===== config.mk =====
export PLATFORM = sky130hd
export DESIGN_NAME = bkt_ctrl
export DESIGN_NICKNAME = d
export VERILOG_FILES = /design/src/sv/bkt_pkg.sv /design/src/sv/bkt_ctrl.sv
export SDC_FILE = /design/constraint.sdc
export NUM_CORES = 1
export LEC_CHECK = 0
export ABC_CLOCK_PERIOD_IN_PS = 6000
export BUFFER_PORTS_ARGS = -buffer_cell sky130_fd_sc_hd__buf_2
export CAP_MARGIN = 0
export CORE_AREA = 2 2 57 64
export DETAILED_ROUTE_END_ITERATION = 8
export DIE_AREA = 0 0 59 66
export PLACE_DENSITY = 0.75
export SETUP_SLACK_MARGIN = 0.4
export SLEW_MARGIN = 5
export SYNTH_ARGS = -nofsm -noshare
export SYNTH_HDL_FRONTEND = slang
export SYNTH_SLANG_ARGS = --single-unit

===== constraint.sdc =====
create_clock -name clock -period 6 [get_ports clock]
set_clock_uncertainty 0.15 [all_clocks]
set_input_delay 0.9 -clock clock [delete_from_list [all_inputs] [get_ports clock]]
set_output_delay 0.9 -clock clock [all_outputs]
set_load 0.03 [all_outputs]

===== src/sv/bkt_pkg.sv =====
// Shared types, command and status structures, and the multiply-accumulate program.
package bkt_pkg;

   localparam int unsigned PC_WIDTH = 5;

   localparam logic [2:0] REG_QP_POS    = 3'd0;
   localparam logic [2:0] REG_QP_PER    = 3'd1;
   localparam logic [2:0] REG_MV_POS    = 3'd2;
   localparam logic [2:0] REG_MV_PER    = 3'd3;
   localparam logic [2:0] REG_INIT_POS  = 3'd4;
   localparam logic [2:0] REG_INIT_PER  = 3'd5;

   localparam logic [1:0] GAIN_LAST = 2'd3;

   localparam logic [PC_WIDTH-1:0] MAC1_FIRST = 5'd0;
   localparam logic [PC_WIDTH-1:0] MAC1_LAST  = 5'd9;
   localparam logic [PC_WIDTH-1:0] MAC2_FIRST = 5'd10;
   localparam logic [PC_WIDTH-1:0] MAC2_LAST  = 5'd19;

   typedef enum logic [3:0] {
      ST_IDLE,
      ST_PREDICT,
      ST_NORM,
      ST_MAC1,
      ST_DRAIN1,
      ST_CHECK,
      ST_DIV_START,
      ST_DIV_WAIT,
      ST_MAC2,
      ST_DRAIN2,
      ST_UPDATE,
      ST_SKIP,
      ST_OUTPUT
   } state_type;

   typedef enum logic [3:0] {
      OP_A00,
      OP_A01,
      OP_A11,
      OP_B00,
      OP_B11,
      OP_K00,
      OP_K01,
      OP_K10,
      OP_K11,
      OP_EX,
      OP_EV
   } opnd_type;

   typedef enum logic [1:0] {
      ACC_NONE,
      ACC_LOAD,
      ACC_ADD,
      ACC_SUB
   } acc_type;

   typedef enum logic [3:0] {
      DST_NONE,
      DST_DET,
      DST_N00,
      DST_N01,
      DST_N10,
      DST_N11,
      DST_UX,
      DST_UV,
      DST_C00,
      DST_C01,
      DST_C11
   } dst_type;

   typedef struct packed {
      opnd_type a_sel;
      opnd_type b_sel;
      acc_type  mode;
      dst_type  dst;
   } mac_op_type;

   localparam mac_op_type MAC_NOP = '{a_sel: OP_A00, b_sel: OP_A00, mode: ACC_NONE,
                                      dst: DST_NONE};

   typedef struct packed {
      logic       load_input;
      logic       predict;
      logic       norm;
      mac_op_type mac;
      logic       div_start;
      logic       div_store;
      logic [1:0] div_sel;
      logic       update;
      logic       skip;
      logic       load_out;
   } cmd_type;

   typedef struct packed {
      logic det_pos;
      logic div_done;
   } status_type;

   function automatic mac_op_type mac_program(input logic [PC_WIDTH-1:0] pc);
      mac_op_type op;
      op = MAC_NOP;
      unique case (pc)
         5'd0:  op = '{a_sel: OP_B00, b_sel: OP_B11, mode: ACC_LOAD, dst: DST_NONE};
         5'd1:  op = '{a_sel: OP_A01, b_sel: OP_A01, mode: ACC_SUB,  dst: DST_DET};
         5'd2:  op = '{a_sel: OP_A00, b_sel: OP_B11, mode: ACC_LOAD, dst: DST_NONE};
         5'd3:  op = '{a_sel: OP_A01, b_sel: OP_A01, mode: ACC_SUB,  dst: DST_N00};
         5'd4:  op = '{a_sel: OP_A01, b_sel: OP_B00, mode: ACC_LOAD, dst: DST_NONE};
         5'd5:  op = '{a_sel: OP_A00, b_sel: OP_A01, mode: ACC_SUB,  dst: DST_N01};
         5'd6:  op = '{a_sel: OP_A01, b_sel: OP_B11, mode: ACC_LOAD, dst: DST_NONE};
         5'd7:  op = '{a_sel: OP_A11, b_sel: OP_A01, mode: ACC_SUB,  dst: DST_N10};
         5'd8:  op = '{a_sel: OP_A11, b_sel: OP_B00, mode: ACC_LOAD, dst: DST_NONE};
         5'd9:  op = '{a_sel: OP_A01, b_sel: OP_A01, mode: ACC_SUB,  dst: DST_N11};
         5'd10: op = '{a_sel: OP_K00, b_sel: OP_EX,  mode: ACC_LOAD, dst: DST_NONE};
         5'd11: op = '{a_sel: OP_K01, b_sel: OP_EV,  mode: ACC_ADD,  dst: DST_UX};
         5'd12: op = '{a_sel: OP_K10, b_sel: OP_EX,  mode: ACC_LOAD, dst: DST_NONE};
         5'd13: op = '{a_sel: OP_K11, b_sel: OP_EV,  mode: ACC_ADD,  dst: DST_UV};
         5'd14: op = '{a_sel: OP_K00, b_sel: OP_A00, mode: ACC_LOAD, dst: DST_NONE};
         5'd15: op = '{a_sel: OP_K01, b_sel: OP_A01, mode: ACC_ADD,  dst: DST_C00};
         5'd16: op = '{a_sel: OP_K00, b_sel: OP_A01, mode: ACC_LOAD, dst: DST_NONE};
         5'd17: op = '{a_sel: OP_K01, b_sel: OP_A11, mode: ACC_ADD,  dst: DST_C01};
         5'd18: op = '{a_sel: OP_K10, b_sel: OP_A01, mode: ACC_LOAD, dst: DST_NONE};
         5'd19: op = '{a_sel: OP_K11, b_sel: OP_A11, mode: ACC_ADD,  dst: DST_C11};
         default: op = MAC_NOP;
      endcase
      return op;
   endfunction

endpackage


===== src/sv/bkt_ctrl.sv =====
// Controller state machine that sequences one filter update and the result register.
module bkt_ctrl (
   input  logic                clock,
   input  logic                reset,
   input  logic                req_valid,
   output logic                req_ready,
   output logic                rsp_valid,
   input  logic                rsp_ready,
   input  bkt_pkg::status_type status,
   output bkt_pkg::cmd_type    cmd
);

   bkt_pkg::state_type state_ff, state_in;
   logic [bkt_pkg::PC_WIDTH-1:0] pc_ff, pc_in;
   logic [1:0] idx_ff, idx_in;
   logic       rsp_valid_ff;
   logic       out_free;

   assign out_free = !rsp_valid_ff || rsp_ready;

   always_comb begin
      state_in = state_ff;
      pc_in    = pc_ff;
      idx_in   = idx_ff;
      unique case (state_ff)
         bkt_pkg::ST_IDLE: begin
            if (req_valid) state_in = bkt_pkg::ST_PREDICT;
         end
         bkt_pkg::ST_PREDICT: state_in = bkt_pkg::ST_NORM;
         bkt_pkg::ST_NORM: begin
            state_in = bkt_pkg::ST_MAC1;
            pc_in    = bkt_pkg::MAC1_FIRST;
         end
         bkt_pkg::ST_MAC1: begin
            if (pc_ff == bkt_pkg::MAC1_LAST) begin
               state_in = bkt_pkg::ST_DRAIN1;
            end else begin
               pc_in = pc_ff + 1'b1;
            end
         end
         bkt_pkg::ST_DRAIN1: state_in = bkt_pkg::ST_CHECK;
         bkt_pkg::ST_CHECK: begin
            idx_in   = 2'd0;
            state_in = status.det_pos ? bkt_pkg::ST_DIV_START : bkt_pkg::ST_SKIP;
         end
         bkt_pkg::ST_DIV_START: state_in = bkt_pkg::ST_DIV_WAIT;
         bkt_pkg::ST_DIV_WAIT: begin
            if (status.div_done) begin
               if (idx_ff == bkt_pkg::GAIN_LAST) begin
                  state_in = bkt_pkg::ST_MAC2;
                  pc_in    = bkt_pkg::MAC2_FIRST;
               end else begin
                  idx_in   = idx_ff + 1'b1;
                  state_in = bkt_pkg::ST_DIV_START;
               end
            end
         end
         bkt_pkg::ST_MAC2: begin
            if (pc_ff == bkt_pkg::MAC2_LAST) begin
               state_in = bkt_pkg::ST_DRAIN2;
            end else begin
               pc_in = pc_ff + 1'b1;
            end
         end
         bkt_pkg::ST_DRAIN2: state_in = bkt_pkg::ST_UPDATE;
         bkt_pkg::ST_UPDATE: state_in = bkt_pkg::ST_OUTPUT;
         bkt_pkg::ST_SKIP:   state_in = bkt_pkg::ST_OUTPUT;
         bkt_pkg::ST_OUTPUT: begin
            if (out_free) state_in = bkt_pkg::ST_IDLE;
         end
         default: state_in = bkt_pkg::ST_IDLE;
      endcase
   end

   always_comb begin
      cmd            = '0;
      cmd.mac        = bkt_pkg::MAC_NOP;
      cmd.div_sel    = idx_ff;
      req_ready      = 1'b0;
      unique case (state_ff)
         bkt_pkg::ST_IDLE: begin
            req_ready      = 1'b1;
            cmd.load_input = req_valid;
         end
         bkt_pkg::ST_PREDICT:   cmd.predict   = 1'b1;
         bkt_pkg::ST_NORM:      cmd.norm      = 1'b1;
         bkt_pkg::ST_MAC1:      cmd.mac       = bkt_pkg::mac_program(pc_ff);
         bkt_pkg::ST_MAC2:      cmd.mac       = bkt_pkg::mac_program(pc_ff);
         bkt_pkg::ST_DIV_START: cmd.div_start = 1'b1;
         bkt_pkg::ST_DIV_WAIT:  cmd.div_store = status.div_done;
         bkt_pkg::ST_UPDATE:    cmd.update    = 1'b1;
         bkt_pkg::ST_SKIP:      cmd.skip      = 1'b1;
         bkt_pkg::ST_OUTPUT:    cmd.load_out  = out_free;
         default: ;
      endcase
   end

   always_ff @(posedge clock) begin
      if (reset) begin
         state_ff     <= bkt_pkg::ST_IDLE;
         pc_ff        <= '0;
         idx_ff       <= '0;
         rsp_valid_ff <= 1'b0;
      end else begin
         state_ff <= state_in;
         pc_ff    <= pc_in;
         idx_ff   <= idx_in;
         if (cmd.load_out) begin
            rsp_valid_ff <= 1'b1;
         end else if (rsp_ready) begin
            rsp_valid_ff <= 1'b0;
         end
      end
   end

   assign rsp_valid = rsp_valid_ff;

endmodule


==> impl_metrics.toml <==
[status]
outcome = "finished, final reports clean"

[yosys]
synthFlopType = "dfxtp_1"
synth_enable_flop_cells = 0
ys_seq_elements = 26
ys_warn_count = 0
yosysSeqAreaShare_pct = 28.91
synth_top_area_share_pct = 28.91
synth_nets = 236
ys_types = 64
avgSynthCellArea_um2 = 7.932
syn_area_mm2 = 0.001800
syn_inst = 227
synthArstFlopShare_pct = 0
synth_top_area_cell = "dfxtp_1"
synth.area.top_cells = "dfxtp_1, and2_1, a21oi_1"

[clock_network]
cts_setup_buffers = 0
numCtsBuffers = 3
clk_pin_slew_worst_paths_ns = 0.14
cts_root_buffer = "clkbuf_4"
insertion_delay_ns = 0.32
cts_tree = "yes"
clockBufferDepth = 2
numClockSinks = 26
ctsHoldBuffers = 0
cts_resized = 0
htreeDepth = 1

[cells_and_area]
final_cell_mix = "buf_2, dfxtp_1, and2_1"
design_area_mm2 = 0.001949
area_growth_pct = 8.270
nFillCells = 320
fin_nets = 254
final_common_cell = "buf_2"
drive_gt1_share_pct = 20.49
layout.cells.non_filler = 280
antenna_cells = 0

[setup_path]
worstPathArrival_ns = 3.47
worstPathMaxFanout = 19
crit_buf_inv = 1
cp-start-kind = "register"
cp_slowest_cell = "or4b_1"
worstSetupEndpointType = "register"
critPathRequiredTime_ns = 6.07
max_stage_delay_ns = 0.69
cp_cell_sequence = "or4b_1 -> a2bb2oi_1 -> nor2_2 -> a311o_1 -> clkinv_2 -> or3_1 -> a21oi_1 -> nor3_1"
critPathKind = "register to register"
crit_family = "simple AND/OR/NAND/NOR gates"

[sta]
setup_viol = 0
fmaxAchievable_ghz = 0.2943
hold_slack_ns = 0.4070
slew_headroom_pct = 41.04
min_period_ns = 3.398
rsz0062_at_grt = "false"
slew_viol_final = 0
hold_viol = 0
tns_ns = 0
period_share_pct = 56.63
tightestPinTransition_ns = 0.8844

[power]
switchingPower_mw = 0.2499
p_sw_share_pct = 41.67
combPwrFrac_pct = 42.1
p_clk_share_pct = 19.8
p_int_mw = 0.3499
worst_ir_drop_vdd_mv = 0.1789
p_per_area_mw_per_mm2 = 307.7
seq_power_share_pct = 38.1
p_leak_nw = 0.7714

[floorplanning]
die_area_mm2 = 0.003894
die_x_um = 59
start_util_pct = 55.43
coreArea_mm2 = 0.003248
rows = 22
die_y_um = 66
io-pin-count = 32

[placement]
dp_hpwl_mm = 2.764
io_buffers = 31
place_congestion = 0.8153
place_area_mm2 = 0.001897
dp.cells = 276

[global_route]
grt_max_degree = 22
grt_pass1_wl_mm = 6.230
grt_pass1_vias = 1463
antenna_found_initial = 0
grt.total_usage_pct = 20.08
grt_overflow = 0

[drt]
detail-route-antenna-nets = 0
vias = 1680
drt_wl_total_mm = 3.742
dr.pass1.iters = 5
remaining_drc_errors = 0
dr.first_iter.drc_count = 45
viasPerCell = 6.000
wl_per_cell_um = 13.36

[run]
maxCapViolations = 0

[min_path]
hp-class = "register to register"
## power by group through the flow
stage          clock network [mW]  registers, mW  logic, mW
2_1_floorplan                   0          0.203      0.236
3_3_place_gp                    0          0.231      0.251
3_5_place_dp                    0          0.232      0.252
4_1_cts                     0.122          0.228      0.254
5_1_grt                     0.128          0.232      0.277
6_report                    0.119          0.228      0.253
## logic make-up (layout without fill, tap and decap cells)
| group | count (synthesis) | after routing | share of synthesized area, % |
|---|---|---|---|
| buffers and inverters | 25 | 42 | 7.296 |
| flip-flops | 26 | 26 | 28.91 |
| AO/OA/AOI/OAI | 56 | 56 | 21.96 |
| AND/OR/NAND/NOR | 110 | 110 | 36.28 |
| multiplexers | 1 | 1 | 0.5560 |
| XOR/XNOR | 6 | 6 | 2.919 |
| adder cells (fa/ha/maj) | 3 | 3 | 2.085 |
## routing by layer
layer | track usage [%] | part of all wire (%)
met2 | 35.42 | 50
met4 | 8.807 | 1.6
met3 | 2.348 | 4.8
met5 | 0 | 0
met1 | 23.98 | 43
## cell usage after synthesis, types with 2 or more instances
library cell and n:
nand2_1 15, and3_1 2, o22ai_1 3, nor2_1 14
a31o_2 2, nor2b_1 8, nor4bb_1 2, xnor2_1 3
o31a_1 2, and2_1 20, xor2_1 3, buf_2 4
buf_6 4, or3_1 2, o211ai_1 2, dfxtp_1 26
a21oi_2 2, ha_1 3, nand4_1 4, inv_1 5
a22oi_1 3, nand3_1 9, a21oi_1 19, or4_1 2
nor3_1 13, o21ai_0 6, o21ai_1 3, nand2b_1 3
clkbuf_1 8
## worst paths after layout
path,depth (start not counted),startpoint,slack [ns],endpoint
hold reg to reg,2,idx_ff[0],0.41,idx_ff[0]
setup reg to reg,8,state_ff[3],2.60,register
hold / removal,2,idx_ff[0],0.41,idx_ff[0]
setup / recovery,8,state_ff[3],2.60,register
## worst register-to-register path: stages, from the launching register on
cell and delay (ns):
dfxtp_1 0.66, or4b_1 0.69, a2bb2oi_1 0.24, nor2_2 0.23
a311o_1 0.42, clkinv_2 0.24, or3_1 0.45, a21oi_1 0.15
nor3_1 0.06
## layout make-up
class | count | area, µm² | share of cell area (%)
Multi-Input combinational cell | 176 | 1149 | 58.92
Sequential cell | 26 | 520.5 | 26.70
Timing Repair Buffer | 31 | 155.1 | 7.959
Tap cell | 36 | 45.04 | 2.311
Clock inverter | 1 | 30.03 | 1.540
Inverter | 7 | 27.53 | 1.412
Clock buffer | 3 | 22.52 | 1.155
## per-stage QoR
step	setup slack [ns]	util, %	total power [mW]
3_5_place_dp	2.652	58.40	0.4837
4_1_cts	2.635	60.02	0.6036
2_1_floorplan	2.861	-	0.4390
5_1_grt	2.355	60.02	0.6372
6_report	2.602	60.02	0.5997
3_3_place_gp	2.714	58.40	0.4813
Power figures use the tool's default switching activity.
